[src/sv/ntwa_ram.sv]
`timescale 1ns / 1ps
// Generic simple dual-port RAM: one write port, one read port, registered read.
// No dependencies.
module ntwa_ram #(
    parameter int WIDTH = 8,
    parameter int DEPTH = 32
) (
    input  logic                                  i_clk,
    input  logic                                  i_we,
    input  logic [((DEPTH > 1) ? $clog2(DEPTH) : 1)-1:0] i_waddr,
    input  logic [WIDTH-1:0]                      i_wdata,
    input  logic [((DEPTH > 1) ? $clog2(DEPTH) : 1)-1:0] i_raddr,
    output logic [WIDTH-1:0]                      o_rdata
);

    logic [WIDTH-1:0] r_mem [DEPTH];

    always_ff @(posedge i_clk) begin
        if (i_we) begin
            r_mem[i_waddr] <= i_wdata;
        end
        o_rdata <= r_mem[i_raddr];
    end

endmodule

[config.mk]
export PLATFORM = sky130hd
export DESIGN_NAME = ntwa_ram
export DESIGN_NICKNAME = d
export VERILOG_FILES = /design/src/sv/ntwa_ram.sv
export SDC_FILE = /design/constraint.sdc
export NUM_CORES = 1
export LEC_CHECK = 0
export BUFFER_PORTS_ARGS = -buffer_cell sky130_fd_sc_hd__buf_2
export CORE_ASPECT_RATIO = 0.8
export CORE_UTILIZATION = 40
export DETAILED_ROUTE_END_ITERATION = 10
export PLACE_DENSITY_LB_ADDON = 0.05
export REMOVE_ABC_BUFFERS = 1
export SLEW_MARGIN = 30
export SYNTH_ARGS = -nofsm -noshare
export SYNTH_HDL_FRONTEND = slang
export SYNTH_SLANG_ARGS = --single-unit
[constraint.sdc]
create_clock -name i_clk -period 7 [get_ports i_clk]
set_input_delay 1.4 -clock i_clk [delete_from_list [all_inputs] [get_ports i_clk]]
set_output_delay 1.4 -clock i_clk [all_outputs]
set_load 0.01 [all_outputs]
==> summary.md <==
| Metric | Value |
|---|---|
| Setup_tns | 0 ps |
| Peak supply drop | 0.1659 mV |
| Violated checks | design-rule violations |
| Post-Synthesis Cells | 417 |
| Mux cell area share after synthesis | 0.1882 |
| Placeable Area | 0.02450 mm² |
| Via count | 4357 |
| Initial DRC Count | 456 |
| Synth Area in XOR/XNOR | 0 |
| Syn-to-layout area delta | 13.09% |
| H-tree levels | 1 |
| Yosys top cell area share | 0.7647 |
| Final HPWL DP | 13240 µm |
| Psw | 674.4 µW |
| Hold Buf Count CTS | 0 |
| Die W | 179.2 µm |
| Critical Path Sink Type | flip-flop |
| Sequential share of power | 0.531 |
| Vias per cell | 5.494 |
| CP cell instances | buf_6 > buf_4 > mux4_2 > mux4_2 > mux2_2 |
| Worst-path clk slew | 60 ps |
| Post-synth top area cell | edfxtp_1 |
| Largest family of logic cells by synthesized area | multiplexers |
| CP required | 7410 ps |
| Status | finished with violations |
| Antenna cells | 0 |
| Pwr/cell area | 292.7 mW/mm² |
| CTS buffer count | 27 |
| Final setup viols | 0 |
| Commonest non-fill, non-tap cell in the layout | edfxtp_1 |
| CTS Sinks | 264 |
| Synth Area in Adders | 0 |
| Post-layout min period | 3447 ps |
| Post-Synthesis Cell Area | 0.01005 mm² |
| Simple-gate share of the synthesized area | 0.02066 |
| # resized after CTS | 0 |
| Worst Skew | 16.11 ps |
| Syn Area/Cell | 24.11 µm² |
| First-pass GRT wire length | 32510 µm |
| Total GRT Usage | 0.1838 |
| Worst path bufs/invs | 2 |
| Hold Path Class | reg2reg |
| Worst path arrival time | 3850 ps |
| Max-cap violations | 0 |
| Seq/Total Area, Yosys | 0.7806 |
| Most frequent cells in the layout | edfxtp_1 (256), mux4_2 (80), nor2_1 (33) |
| Sw frac | 0.2027 |
| Most frequent cell on the critical path | mux4_2 |
| Site Rows | 51 |
| Crit-path max FO | 45 |
| Grt ovf | 0 |
| Unrepaired setup endpoints after global routing | no |
| Internal Power | 2653 µW |
| CTS Root Cell | clkbuf_16 |
| Starting Density | 0.4103 |
| Clock power frac | 0.419 |
| Total power | 3328 µW |
| Yosys cell types | 15 |
| Fin nets | 475 |
| Vias in the first global route | 4616 |
| Worst-Skew Late Latency | 520 ps |
| Layout cells sized above 1 | 0.3368 |
| Wirelength per Cell | 27.94 µm |
| IO Pins | 28 |
| Final antenna-violating net count | 0 |
| Die area | 0.02578 mm² |
| Pin count of the biggest net entering global routing | 65 |
| Clk buf depth | 3 |
| IO Port Bufs | 27 |
| Area contributors post-synth | edfxtp_1 (76%), mux4_2 (18%), dfxtp_1 (1.6%) |
| Die Span Y | 143.8 µm |
| Slew HR | 0.3549 |
| Critical path's largest stage delay | 580 ps |
| Max Fclk | 0.2901 GHz |
| Setup CP Type | in2reg |
| Synth warn | 0 |
| Buffer count from post-CTS setup fixing | 0 |
| Max-slew violations | 0 |
| Synthesized flop and latch total | 264 |
| Final worst path period share | 0.4924 |
| DRT Pass-1 Iters | 8 |
| Total Wirelength | 22150 µm |
| Placer Congestion | 0.7505 |
| Part of the power in combinational logic | 0.050 |
| Worst-margin pin slew | 964.0 ps |
| CTS tree | yes |
| Antenna violations before repair | 2 |
| Top delay family on crit path | multiplexers |
| Fin. Hold Viols | 0 |
| Synth Area in Compound Gates | 0 |
| Startpoint types | input pin |
| Slowest stage cell, crit path | mux4_2 |
| Residual DRC | 4 |
| Leak pwr | 0.003513 µW |
==> Yosys cell counts <==
cell,count
mux2_2,8
or3_1,1
nor2_1,33
nand3_1,2
buf_2,1
or3b_2,3
nand3b_1,5
clkbuf_1,6
nand2_1,1
buf_6,1
buf_4,6
edfxtp_1,256
dfxtp_1,8
mux4_2,80
buf_1,6
==> state kept, by name, indices dropped and copies added, names as in the netlist <==
| name | count |
|---|---|
| o_rdata | 8 |
| r_mem | 256 |
==> metrics by stage <==
stage	setup slack [ps]	hold WS, ps	cells	cell area [µm²]	util
5_1_grt	3343	926.1	793	11370	0.4640
3_5_place_dp	2920	901.4	744	10510	0.4287
6_report	3553	899.7	793	11370	0.4640
2_1_floorplan	4284	865.1	397	9947	-
3_3_place_gp	2679	885.6	744	10500	0.4284
4_1_cts	3464	910.3	793	11370	0.4640
==> worst register-to-register path: cells and delay by family, from the launching register on <==
kind	cells	cell delay, ps
flip-flops	1	370
multiplexers	3	1360
==> cell families after synthesis <==
family,after synthesis
buffers and inverters,20
flip-flops,264
multiplexers,88
AND/OR/NAND/NOR,45
==> final timing paths <==
| check | from | slack, ps | cells past startpoint | endpoint |
|---|---|---|---|---|
| max | i_raddr[0] | 3550 | 5 | o_rdata[3] |
| min | r_mem[7][3] | 900 | 3 | o_rdata[3] |
| max reg2reg | r_mem[28][1] | 5180 | 3 | o_rdata[1] |
| min reg2reg | r_mem[7][3] | 900 | 3 | o_rdata[3] |
==> power groups by stage <==
stage	Clock (µW)	Combinational (µW)	Sequential, µW
3_3_place_gp	0	168	1800
5_1_grt	1480	181	1770
3_5_place_dp	0	171	1800
6_report	1390	166	1770
2_1_floorplan	0	73.0	1800
4_1_cts	1420	171	1770
==> routing by layer <==
metal	part of all wire	track usage	up-vias	wire (µm)
met5	0	0	-	0
li1	-	-	1859	-
met3	0.042	0.02513	21	936
met4	0.016	0.03848	0	347
met2	0.45	0.2751	112	10060
met1	0.49	0.2868	2365	10810
==> layout make-up <==
class                      instances  area, µm²
fill                            2074      13130
clock inverter                    17      160.2
timing repair buffer              29      160.2
clock buffer                      32      704.4
multi-input combinational        133       2100
tap                              318      397.9
sequential                       264       7848
Note: power is estimated with default switching activity, not from simulation.
